[src/rle8_pkg.sv]
// ----------------------------------------------------------------------------
// RLE8 decoder package
// Types and constants shared by the bitmap RLE8 line decoder.
// ----------------------------------------------------------------------------
package rle8_pkg;

  localparam int MAX_LINE = 4096;
  localparam int POS_W    = 12;

  localparam logic [POS_W-1:0] COL_MAX   = POS_W'(MAX_LINE - 1);
  localparam logic [POS_W-1:0] ROW_MAX   = POS_W'(MAX_LINE - 1);
  localparam logic [POS_W-1:0] MIN_WIDTH = POS_W'(16);

  localparam logic [7:0] ESC_EOL   = 8'h00;
  localparam logic [7:0] ESC_EOB   = 8'h01;
  localparam logic [7:0] ESC_DELTA = 8'h02;

  localparam logic [1:0] KIND_RUN     = 2'd0;
  localparam logic [1:0] KIND_LITERAL = 2'd1;
  localparam logic [1:0] KIND_END     = 2'd2;

  typedef enum logic [2:0] {
    PH_FIRST   = 3'd0,
    PH_COLOR   = 3'd1,
    PH_ESCAPE  = 3'd2,
    PH_LITERAL = 3'd3,
    PH_PAD     = 3'd4,
    PH_DX      = 3'd5,
    PH_DY      = 3'd6
  } phase_t;

endpackage

[src/bmp_rle8_line_decoder.sv]
// ----------------------------------------------------------------------------
// Bitmap RLE8 line decoder
// Parses an RLE8 code stream one byte per item and emits run segments,
// literal pixels and an end-of-bitmap marker with their row and column.
// ----------------------------------------------------------------------------
// The decoder takes one code byte per cycle. Each byte is decoded by the
// parse state and the current position in the same cycle and its result is
// loaded into the output register, so a new byte is accepted in the cycle in
// which the previous result is taken. A run byte whose run crosses
// the end of one or more rows gives one segment per row touched; after the
// first segment the input is held while the row-wrap unit produces the
// remaining segments, one per cycle when the output is not stalled.
// Backpressure on the output stalls the input.
module bmp_rle8_line_decoder (
  input  logic        clk,
  input  logic        rst,
  input  logic        cfg_wr_en,
  input  logic [11:0] cfg_wr_data,   // pixels per row
  input  logic        s_tvalid,
  output logic        s_tready,
  input  logic [7:0]  s_tdata,       // code_byte
  output logic        m_tvalid,
  input  logic        m_tready,
  output logic [39:0] m_tdata,       // row[11:0], column[23:12], length[31:24],
                                     // color_index[39:32]
  output logic [1:0]  m_tuser,       // kind
  output logic        m_tlast        // last
);
  import rle8_pkg::*;

  logic [POS_W-1:0] row_width;
  phase_t           phase, phase_next;
  logic [7:0]       held_count, held_count_next;
  logic [7:0]       literal_left, literal_left_next;
  logic             pad_pending, pad_pending_next;
  logic [POS_W-1:0] cur_column, cur_column_next;
  logic [POS_W-1:0] cur_row, cur_row_next;
  logic [7:0]       held_dx, held_dx_next;
  logic             finished, finished_next;
  logic             draining, draining_next;
  logic [7:0]       run_left, run_left_next;
  logic [7:0]       run_color, run_color_next;

  logic [POS_W-1:0] row_q, column_q;
  logic [7:0]       length_q, color_q;
  logic [1:0]       kind_q;
  logic             last_q;

  logic             out_free, accept;
  logic             emit;
  logic [1:0]       emit_kind;
  logic [POS_W-1:0] emit_row, emit_column;
  logic [7:0]       emit_length, emit_color;
  logic             emit_last;

  logic [POS_W-1:0] width_eff;
  logic [7:0]       draw_want;
  logic             wrap0, wrap1;
  logic [POS_W-1:0] draw_col0, draw_row0, draw_room;
  logic [7:0]       draw_len;
  logic [POS_W:0]   draw_col1;
  logic [POS_W-1:0] draw_col_after, draw_row_after;
  logic [7:0]       run_rem;
  logic [POS_W:0]   delta_col, delta_row;

  assign out_free = !m_tvalid || m_tready;
  assign s_tready = !draining && out_free;
  assign accept   = s_tvalid && s_tready;

  // Row-wrap unit: one segment of up to draw_want pixels.
  assign width_eff = (row_width < MIN_WIDTH) ? MIN_WIDTH : row_width;
  assign draw_want = draining ? run_left : ((phase == PH_COLOR) ? held_count : 8'd1);
  assign wrap0     = cur_column >= width_eff;
  assign draw_col0 = wrap0 ? '0 : cur_column;
  assign draw_row0 = (wrap0 && cur_row != ROW_MAX) ? cur_row + POS_W'(1) : cur_row;
  assign draw_room = width_eff - draw_col0;
  assign draw_len  = (draw_room < {4'd0, draw_want}) ? draw_room[7:0] : draw_want;
  assign draw_col1 = {1'b0, draw_col0} + {5'd0, draw_len};
  assign wrap1     = draw_col1 >= {1'b0, width_eff};
  assign draw_col_after = wrap1 ? '0 : draw_col1[POS_W-1:0];
  assign draw_row_after = (wrap1 && draw_row0 != ROW_MAX) ? draw_row0 + POS_W'(1)
                                                          : draw_row0;
  assign run_rem   = draw_want - draw_len;

  assign delta_col = {1'b0, cur_column} + {5'd0, held_dx};
  assign delta_row = {1'b0, cur_row} + {5'd0, s_tdata};

  always_comb begin
    phase_next        = phase;
    held_count_next   = held_count;
    literal_left_next = literal_left;
    pad_pending_next  = pad_pending;
    cur_column_next   = cur_column;
    cur_row_next      = cur_row;
    held_dx_next      = held_dx;
    finished_next     = finished;
    draining_next     = draining;
    run_left_next     = run_left;
    run_color_next    = run_color;
    emit        = 1'b0;
    emit_kind   = KIND_RUN;
    emit_row    = draw_row0;
    emit_column = draw_col0;
    emit_length = draw_len;
    emit_color  = draining ? run_color : s_tdata;
    emit_last   = 1'b1;

    if (draining) begin
      if (out_free) begin
        emit            = 1'b1;
        emit_last       = (run_rem == 8'd0);
        cur_column_next = draw_col_after;
        cur_row_next    = draw_row_after;
        run_left_next   = run_rem;
        draining_next   = (run_rem != 8'd0);
      end
    end else if (accept && !finished) begin
      unique case (phase)
        PH_FIRST: begin
          if (s_tdata != ESC_EOL) begin
            held_count_next = s_tdata;
            phase_next      = PH_COLOR;
          end else begin
            phase_next = PH_ESCAPE;
          end
        end
        PH_COLOR: begin
          emit            = 1'b1;
          emit_last       = (run_rem == 8'd0);
          cur_column_next = draw_col_after;
          cur_row_next    = draw_row_after;
          run_left_next   = run_rem;
          run_color_next  = s_tdata;
          draining_next   = (run_rem != 8'd0);
          held_count_next = 8'd0;
          phase_next      = PH_FIRST;
        end
        PH_ESCAPE: begin
          unique case (s_tdata)
            ESC_EOL: begin
              if (cur_column != '0) begin
                cur_column_next = '0;
                if (cur_row != ROW_MAX) begin
                  cur_row_next = cur_row + POS_W'(1);
                end
              end
              phase_next = PH_FIRST;
            end
            ESC_EOB: begin
              emit          = 1'b1;
              emit_kind     = KIND_END;
              emit_row      = cur_row;
              emit_column   = cur_column;
              emit_length   = 8'd0;
              emit_color    = 8'd0;
              finished_next = 1'b1;
              phase_next    = PH_FIRST;
            end
            ESC_DELTA: begin
              phase_next = PH_DX;
            end
            default: begin
              literal_left_next = s_tdata;
              pad_pending_next  = s_tdata[0];
              phase_next        = PH_LITERAL;
            end
          endcase
        end
        PH_LITERAL: begin
          emit            = 1'b1;
          emit_kind       = KIND_LITERAL;
          cur_column_next = draw_col_after;
          cur_row_next    = draw_row_after;
          if (literal_left <= 8'd1) begin
            literal_left_next = 8'd0;
            phase_next        = pad_pending ? PH_PAD : PH_FIRST;
          end else begin
            literal_left_next = literal_left - 8'd1;
          end
        end
        PH_PAD: begin
          pad_pending_next = 1'b0;
          phase_next       = PH_FIRST;
        end
        PH_DX: begin
          held_dx_next = s_tdata;
          phase_next   = PH_DY;
        end
        PH_DY: begin
          cur_column_next = (delta_col > {1'b0, COL_MAX}) ? COL_MAX
                                                           : delta_col[POS_W-1:0];
          cur_row_next    = (delta_row > {1'b0, ROW_MAX}) ? ROW_MAX
                                                           : delta_row[POS_W-1:0];
          held_dx_next    = 8'd0;
          phase_next      = PH_FIRST;
        end
        default: begin
          phase_next = PH_FIRST;
        end
      endcase
    end
  end

  always_ff @(posedge clk) begin
    if (rst) begin
      row_width    <= POS_W'(480);
      phase        <= PH_FIRST;
      held_count   <= 8'd0;
      literal_left <= 8'd0;
      pad_pending  <= 1'b0;
      cur_column   <= '0;
      cur_row      <= '0;
      held_dx      <= 8'd0;
      finished     <= 1'b0;
      draining     <= 1'b0;
      run_left     <= 8'd0;
      m_tvalid     <= 1'b0;
    end else begin
      if (cfg_wr_en) begin
        row_width <= cfg_wr_data;
      end
      phase        <= phase_next;
      held_count   <= held_count_next;
      literal_left <= literal_left_next;
      pad_pending  <= pad_pending_next;
      cur_column   <= cur_column_next;
      cur_row      <= cur_row_next;
      held_dx      <= held_dx_next;
      finished     <= finished_next;
      draining     <= draining_next;
      run_left     <= run_left_next;
      if (emit) begin
        m_tvalid <= 1'b1;
      end else if (m_tready) begin
        m_tvalid <= 1'b0;
      end
    end
  end

  always_ff @(posedge clk) begin
    run_color <= run_color_next;
    if (emit) begin
      kind_q   <= emit_kind;
      row_q    <= emit_row;
      column_q <= emit_column;
      length_q <= emit_length;
      color_q  <= emit_color;
      last_q   <= emit_last;
    end
  end

  assign m_tdata = {color_q, length_q, column_q, row_q};
  assign m_tuser = kind_q;
  assign m_tlast = last_q;

endmodule

[config.mk]
export PLATFORM = sky130hd
export DESIGN_NAME = bmp_rle8_line_decoder
export DESIGN_NICKNAME = d
export VERILOG_FILES = /design/src/rle8_pkg.sv /design/src/bmp_rle8_line_decoder.sv
export SDC_FILE = /design/constraint.sdc
export NUM_CORES = 1
export LEC_CHECK = 0
export ABC_AREA = 1
export ABC_CLOCK_PERIOD_IN_PS = 17600
export BUFFER_PORTS_ARGS = -buffer_cell sky130_fd_sc_hd__buf_4
export CORE_MARGIN = 3
export CORE_UTILIZATION = 55
export DETAILED_ROUTE_END_ITERATION = 7
export PLACE_DENSITY = 0.74
export SETUP_SLACK_MARGIN = 0.05
export SLEW_MARGIN = 20
export SYNTH_ARGS = -nofsm -noshare
export SYNTH_HDL_FRONTEND = slang
export SYNTH_SLANG_ARGS = --single-unit
[constraint.sdc]
create_clock -name clk -period 17.6 [get_ports clk]
set_clock_uncertainty 0.05 [all_clocks]
set_input_delay 2.64 -clock clk [delete_from_list [all_inputs] [get_ports clk]]
set_output_delay 2.64 -clock clk [all_outputs]
set_load 0.01 [all_outputs]
==> summary.md, run 1 <==
| Metric | Value |
|---|---|
| GRT overflow | 0 |
| Final worst slack | 9.26 ns |
| Post-synthesis mux area share | 0 |
| Routed wl met2 | 11800 um |
| Minimum clock period | 8.34 ns |
| Seq/Total Area, Yosys | 0.309 |
| Die area | ~0.019 mm^2 |
| Total of max-cap violations | 0 |
| TritonCTS clock tree | built |
| Crit path DAT | 8.66 ns |
| Wl on met1 | 12400 um |
| CTS H-tree lvls | 4 |
| Mapped cell area | 0.00982 mm^2 |
| Worst-Skew Late Latency | 0.43 ns |
| FF-to-FF path depth | 49 |
| Setup CP Type | reg2reg |
| Post-synth ARST share | 0 |
| Gpl congestion | 0.952 |
| Number of DRC markers in iteration 0 | slightly above 900 |
| P&R area growth vs syn | 13.0% |
| Worst hold path endpoint | held_count[1] |
| Finished Layout Cells | between 1500 and 2000 |
| Largest net degree at the start of global routing | 34 |
| R2R setup slack | 9.26 ns |
| Number of remaining DRC errors | 0 |
| CP peak stage delay | 0.39 ns |
| Mapped Nets | 1468 |
| Setup bufs post-CTS | 0 |
| Fin nets | 1522 |
| Number of CTS-inserted buffers | 17 |
| Max Used Layer | met4 |
| Post-Synth Simple-Gate Area | 0.267 |
| Num Clock Sinks | 126 |
| Drt first pass iters | 5 |
| Std cell rows | 48 |
| Crit-path slowest cell | fa_1 |
| Hold_sp | held_count[1] |
| # fillers | around 1600 |
| Post-synthesis compound-gate area fraction | 0.174 |
| Crit. End Element | register |
| Vias per cell | approximately 5.6 |
| Slew Limit Fails | 0 |
| Final worst-path cycle share | 0.474 |
| Global-route wire length before repair | about 43000 um |
| Port buffer count | 69 |
| Critical path startpoint category | register |
| Combinational family with the most area after synthesis | simple AND/OR/NAND/NOR gates |
| DRT Wirelength | 26500 um |
| DR vias | 9229 |
| CP top delay family | simple AND/OR/NAND/NOR gates |
| Dpl ws | 9.43 ns |
| Yosys warnings | 0 |
| Cts hold-fix bufs | 0 |
| Root Buffer | clkbuf_16 |
| Post-synth cell types | between 50 and 60 |
| Worst-Margin Slew | 0.931 ns |
| Drt wl/cell | 16.0 um |
| Worst VDD drop | 0.0782 mV |
| Total power | around 1.2 mW |
| Ys flop type | dfxtp_1 |
| Buf/Inv on CP | 5 |
| Global Route Usage Sum | 0.270 |
| CTS Buffer Depth | 2 |
| Area share of fa/ha/maj cells after synthesis | 0.106 |
| Outcome | finished clean |
| Fin util | 0.639 |
| Power per Cell Area | 107 mW/mm^2 |
| Flops & latches, synth | 126 |
| Critical path origin | row_width[8] |
| Post-DP HPWL | approximately 20000 um |
| Worst min-delay path class | reg2reg |
| Fmax | between 100 and 150 MHz |
| Resized cells post-CTS | 0 |
| Clk pin slew, worst setup/hold paths | 0.06 ns |
| Worst Path Max Fanout | 17 |
| Fraction of layout cells with a size suffix above 1 | 0.131 |
| Dpl cells | 1623 |
| Worst r2r dst | cur_column[10] |
| Syn avg cell area | about 7.2 um^2 |
| N_diodes | 0 |
| IO Count | 70 |
| Number of routed nets with antenna violations | 0 |
| Die width | 140 um |
| Core Region | between 0.015 and 0.02 mm^2 |
| Mapped Cells | between 1000 and 1500 |
| Number of global-route vias before repair | ~8500 |
| Setup TNS | 0 ns |
| Synth Area in XOR/XNOR | 0.0393 |
| Met3 WL | between 1500 and 2000 um |
| EDFF count, synth | 51 |
| CP Data Required Time | about 18 ns |
| Final hold vios | 0 |
| Final setup vio count | 0 |
| Max_slew headroom | 0.377 |
| Initial antenna violation count | 0 |
| Top cell by count, worst path | nand2_1 |
| Hold path cells | 2 |
| P_leak | 5.12 nW |
| FF-to-FF Start | row_width[8] |
| Unrepaired setup endpoints after global routing | no |
| Die outline height | 140 um |
| Starting Density | 0.566 |
worst max path at each step:
stage	to	slack (ns)	depth (start not counted)
finish	cur_column[10]	9.26	49
global route	cur_column[0]	8.57	52
detailed placement	cur_column[10]	9.43	52
CTS	cur_column[10]	9.34	49
floorplan	cur_row[11]	10.24	54
global placement	cur_column[10]	9.75	52
synth_stat cells (all sizes together), types with 16 or more instances:
library cell | n | area share
a21oi | 130 | 0.072
clkbuf | 30 | 0.011
dfxtp | 75 | 0.15
edfxtp | 51 | 0.16
ha | 75 | 0.096
inv | 220 | 0.084
nand2 | 260 | 0.11
nand3 | 84 | 0.050
nand4 | 20 | 0.013
nor2 | 151 | 0.065
o21ai | 105 | 0.057
o22ai | 16 | 0.012
xor2 | 34 | 0.030
cell type report:
type / count / area (um^2) / share of cell area
well taps: 225 / 282 / 0.0254
inverters: 224 / 841 / 0.0758
repair buffers: 73 / 548 / 0.0494
clock buffers: 19 / 433 / 0.0390
clock inverters: 13 / 190 / 0.0171
flip-flops and latches: 126 / 3030 / 0.273
multi-input cells: 975 / 5770 / 0.520
cells in the final DEF, fill, tap and decap left out, types with 5 or more instances in the layout:
cell type  count
nand2_1      241
inv_1        209
nor2_1       137
a21oi_1      117
o21ai_0       94
ha_1          75
dfxtp_1       75
nand3_1       73
buf_4         73
edfxtp_1      51
xor2_1        34
nand4_1       20
clkbuf_16     17
o22ai_1       15
nand2_2       12
a211oi_1      12
a21oi_2       12
inv_2         11
nand3b_1      11
xnor2_1       10
nor4_1         9
nand3_2        8
nor2_2         8
o21bai_1       8
nor3_1         7
nand2_4        6
nor2_4         5
and2_1         5
o21ai_1        5
fa_1           5
clkinv_4       5
logic make-up (layout without fill, tap and decap cells):
family / after synthesis / after routing
simple gates: 558 / 558
compound gates: 293 / 293
buf+inv: 262 / 329
flops: 126 / 126
fa+ha+maj: 80 / 80
xor+xnor: 44 / 44
per-layer routing:
metal  track usage  vias to the layer above
li1              -                     4629
met2         0.420                      331
met3        0.0447                       37
met4        0.0790                        0
met5             0                        -
met1         0.388                     4232
report_power, final:
| part | leakage, nW | switching [mW] | internal [mW] |
|---|---|---|---|
| registers | 1.09 | 0.0248 | 0.343 |
| logic | 3.73 | 0.286 | 0.153 |
| clock network | 0.301 | 0.138 | 0.238 |
registers in the layout, summed over array words and instances (netlist names):
name          flops
color_q           8
row_width        12
run_color         8
length_q          8
m_tuser           2
finished          1
column_q         12
phase             3
pad_pending       1
literal_left      8
held_dx           8
m_tlast           1
m_tvalid          1
cur_column       12
draining          1
held_count        8
row_q            12
cur_row          12
run_left          8
through the flow:
| stage | hold WS (ns) | cell area [um^2] |
|---|---|---|
| 3_5_place_dp | 0.399 | 10500 |
| 5_1_grt | 0.450 | 11100 |
| 3_3_place_gp | 0.394 | 10500 |
| 2_1_floorplan | 0.380 | 9820 |
| 6_report | 0.416 | 11100 |
| 4_1_cts | 0.416 | 11100 |
worst register-to-register path, delay by kind of cell, from the launching register on:
kind / cells / cell delay, ns
and+or+nand+nor: 26 / 3.62
adders and majority gates: 6 / 1.92
AOI/OAI and AO/OA: 10 / 1.50
buffers and inverters: 5 / 0.49
xor gates and xnor gates: 2 / 0.38
DFF: 1 / 0.32
Power figures use the tool's default switching activity.
==> inputs of run 2 (changes only) <==
Settings changed: ABC_CLOCK_PERIOD_IN_PS 17600 to 7500, PLACE_DENSITY 0.74 to 0.77.
Clock period 17.6 ns to 7.5 ns, I/O delays scaled along.
==> summary.md, run 2 (same netlist as run 1, synthesis figures left out) <==
| Metric | Value |
|---|---|
| Outcome | finished clean |
| Psw | 1.18 mW (+160%) |
| Global Route Usage Sum | 0.274 (+0.00430) |
| Std cell rows | 48 (unchanged) |
| CP Data Required Time | 7.82 ns (-10.09 ns) |
| Final setup vio count | 0 (unchanged) |
| FF-to-FF Start | row_width[8] |
| # fillers | 1321 (-15%) |
| Most common cell after layout, fill and taps aside | nand2_1 |
| Unrepaired setup endpoints after global routing | yes |
| Flop pwr share | 0.292 (-0.019) |
| Worst-Margin Slew | 1.17 ns (+0.241 ns) |
| P_leak | 5.45 nW (+6.5%) |
| Number of CTS-inserted buffers | 17 (unchanged) |
| Most frequent cells in the layout | nand2_1, inv_1, nor2_1, buf_4, a21oi_1 |
| Gpl congestion | 0.966 (+1.4%) |
| Worst VDD drop | 0.211 mV (+170%) |
| Setup CP Type | reg2reg |
| WHS | 0.403 ns (-0.0124 ns) |
| Cts hold-fix bufs | 0 (unchanged) |
| Final worst slack | 0.0270 ns (-9.23 ns) |
| Fin util | 0.696 (+0.0565) |
| Comb pwr share | 0.442 (+0.071) |
| Starting Density | 0.566 (unchanged) |
| Worst Path Max Fanout | 7 (-10) |
| Max_slew headroom | 0.216 (-0.162) |
| Fin nets | 1578 (+3.7%) |
| Largest net degree at the start of global routing | 34 (unchanged) |
| Number of remaining DRC errors | 0 (unchanged) |
| Total power | 2.95 mW (+150%) |
| Core Region | 0.0174 mm^2 (unchanged) |
| Int Pwr | 1.77 mW (+140%) |
| CTS H-tree lvls | 4 (unchanged) |
| FF-to-FF path depth | 52 (+6.1%) |
| Crit path DAT | 7.79 ns (-0.87 ns) |
| Worst min-delay path class | reg2reg |
| Number of global-route vias before repair | 8936 (+5.7%) |
| Slew Limit Fails | 0 (unchanged) |
| Port buffer count | 69 (unchanged) |
| Final worst-path cycle share | 0.996 (+0.522) |
| CP peak stage delay | 0.45 ns (+0.06 ns) |
| N_diodes | 0 (unchanged) |
| Worst Setup EP | cur_row[9] |
| Crit-path slowest cell | ha_2 |
| Drt wl/cell | 17.6 um (+9.5%) |
| Post-DP HPWL | 20200 um (+1.6%) |
| Initial antenna violation count | 0 (unchanged) |
| Die width | 140 um (unchanged) |
| Top cell by count, worst path | nand2_1 |
| Total of max-cap violations | 0 (unchanged) |
| Root Buffer | clkbuf_16 |
| Worst-Skew Late Latency | 0.43 ns (about the same) |
| TritonCTS clock tree | built |
| Critical path origin | row_width[8] |
| P&R area growth vs syn | 23.0% |
| Die area | 0.0195 mm^2 (unchanged) |
| Switching share of power | 0.401 (+0.0212) |
| Clk pwr share | 0.265 (-0.053) |
| Fraction of layout cells with a size suffix above 1 | 0.229 (+0.0980) |
| DRT Wirelength | 30100 um (+13%) |
| Dpl ws | -0.0819 ns (-9.51 ns) |
| GRT overflow | 0 (unchanged) |
| Number of routed nets with antenna violations | 0 (unchanged) |
| Num Clock Sinks | 126 (unchanged) |
| Register Area | 0.00304 mm^2 (+0.16%) |
| Clk pin slew, worst setup/hold paths | 0.06 ns (about the same) |
| Worst r2r dst | cur_row[9] |
| Global-route wire length before repair | 43900 um (+2.0%) |
| Minimum clock period | 7.47 ns (-0.871 ns) |
| Power per Cell Area | 245 mW/mm^2 (+130%) |
| Final hold vios | 0 (unchanged) |
| Drt first pass iters | 7 (+2) |
| CTS Buffer Depth | 2 (unchanged) |
| Vias per cell | 5.87 (+5.2%) |
| Number of DRC markers in iteration 0 | 1157 (+26%) |
| Crit. End Element | register |
| R2R setup slack | 0.03 ns (-9.23 ns) |
| Fmax | 134 MHz (+12%) |
| Die outline height | 140 um (unchanged) |
| Critical path startpoint category | register |
| DR vias | 10000 (+8.8%) |
| IO Count | 70 (unchanged) |
| Multi-input logic area | 0.00630 mm^2 (+9.3%) |
## run 2: changes by cell type in the layout (fill, tap and decap cells not counted), sizes merged
| cell | before | now |
|---|---|---|
| buf | 73 | 127 |
| bufinv | 4 | 1 |
| clkbuf | 19 | 21 |
| clkinvlp | 1 | 3 |
| inv | 221 | 223 |
| clkinv | 11 | 10 |
## run 2: cell type report
cell class / count / share of cell area
multi-input cells: 975 / 0.522
flip-flops and latches: 126 / 0.252
repair buffers: 129 / 0.0875
inverters: 224 / 0.0701
clock buffers: 19 / 0.0359
well taps: 225 / 0.0233
clock inverters: 13 / 0.00974
## run 2: how the worst min path moves through the flow
stage               depth (start not counted)  slack, ns          end        start
finish                                      2       0.40  run_left[2]  run_left[2]
global route                                2       0.43  run_left[2]  run_left[2]
CTS                                         2       0.40  run_left[2]  run_left[2]
detailed placement                          2       0.40  run_left[2]  run_left[2]
global placement                            2       0.39  run_left[2]  run_left[2]
floorplan                                   2       0.38  run_left[2]  run_left[2]
## run 2: per-stage QoR
step / setup TNS [ns] / std cells / cell area, um^2
3_5_place_dp: -0.470 / 1642 / 10600
4_1_cts: 0 / 1676 / 11200
6_report: 0 / 1711 / 12100
2_1_floorplan: 0 / 1363 / 9820
5_1_grt: -6.20 / 1711 / 12100
3_3_place_gp: 0 / 1642 / 10600
## run 2: power by group through the flow
stage,Sequential (mW),Clock (mW),Combinational (mW)
floorplan,0.870,0,0.749
global placement,0.869,0,1.02
detailed placement,0.873,0,1.04
CTS,0.859,0.784,1.07
global route,0.871,0.818,1.43
finish,0.863,0.784,1.31
## run 2: worst max-delay path: cells and delay by family (launching register included)
family | cells | cell delay (ns)
xor gates and xnor gates | 1 | 0.17
adders and majority gates | 5 | 1.50
buffers and inverters | 9 | 1.08
AOI/OAI and AO/OA | 7 | 1.26
and+or+nand+nor | 30 | 2.97
DFF | 1 | 0.34
## run 2: layer usage
layer / GRT usage / vias to the layer above / part of all wire
met3: 0.0388 / 96 / 0.078
met1: 0.379 / 4695 / 0.41
li1: - / 4742 / -
met4: 0.0821 / 0 / 0.034
met2: 0.448 / 509 / 0.47
met5: 0 / - / 0
## run 2: repair_timing
item                                    CTS  global route
resized for setup                         6           128
setup buffers                             2            33
endpoints found under the setup margin   24            24
cloned                                    0             2
pin swaps                                 5            63
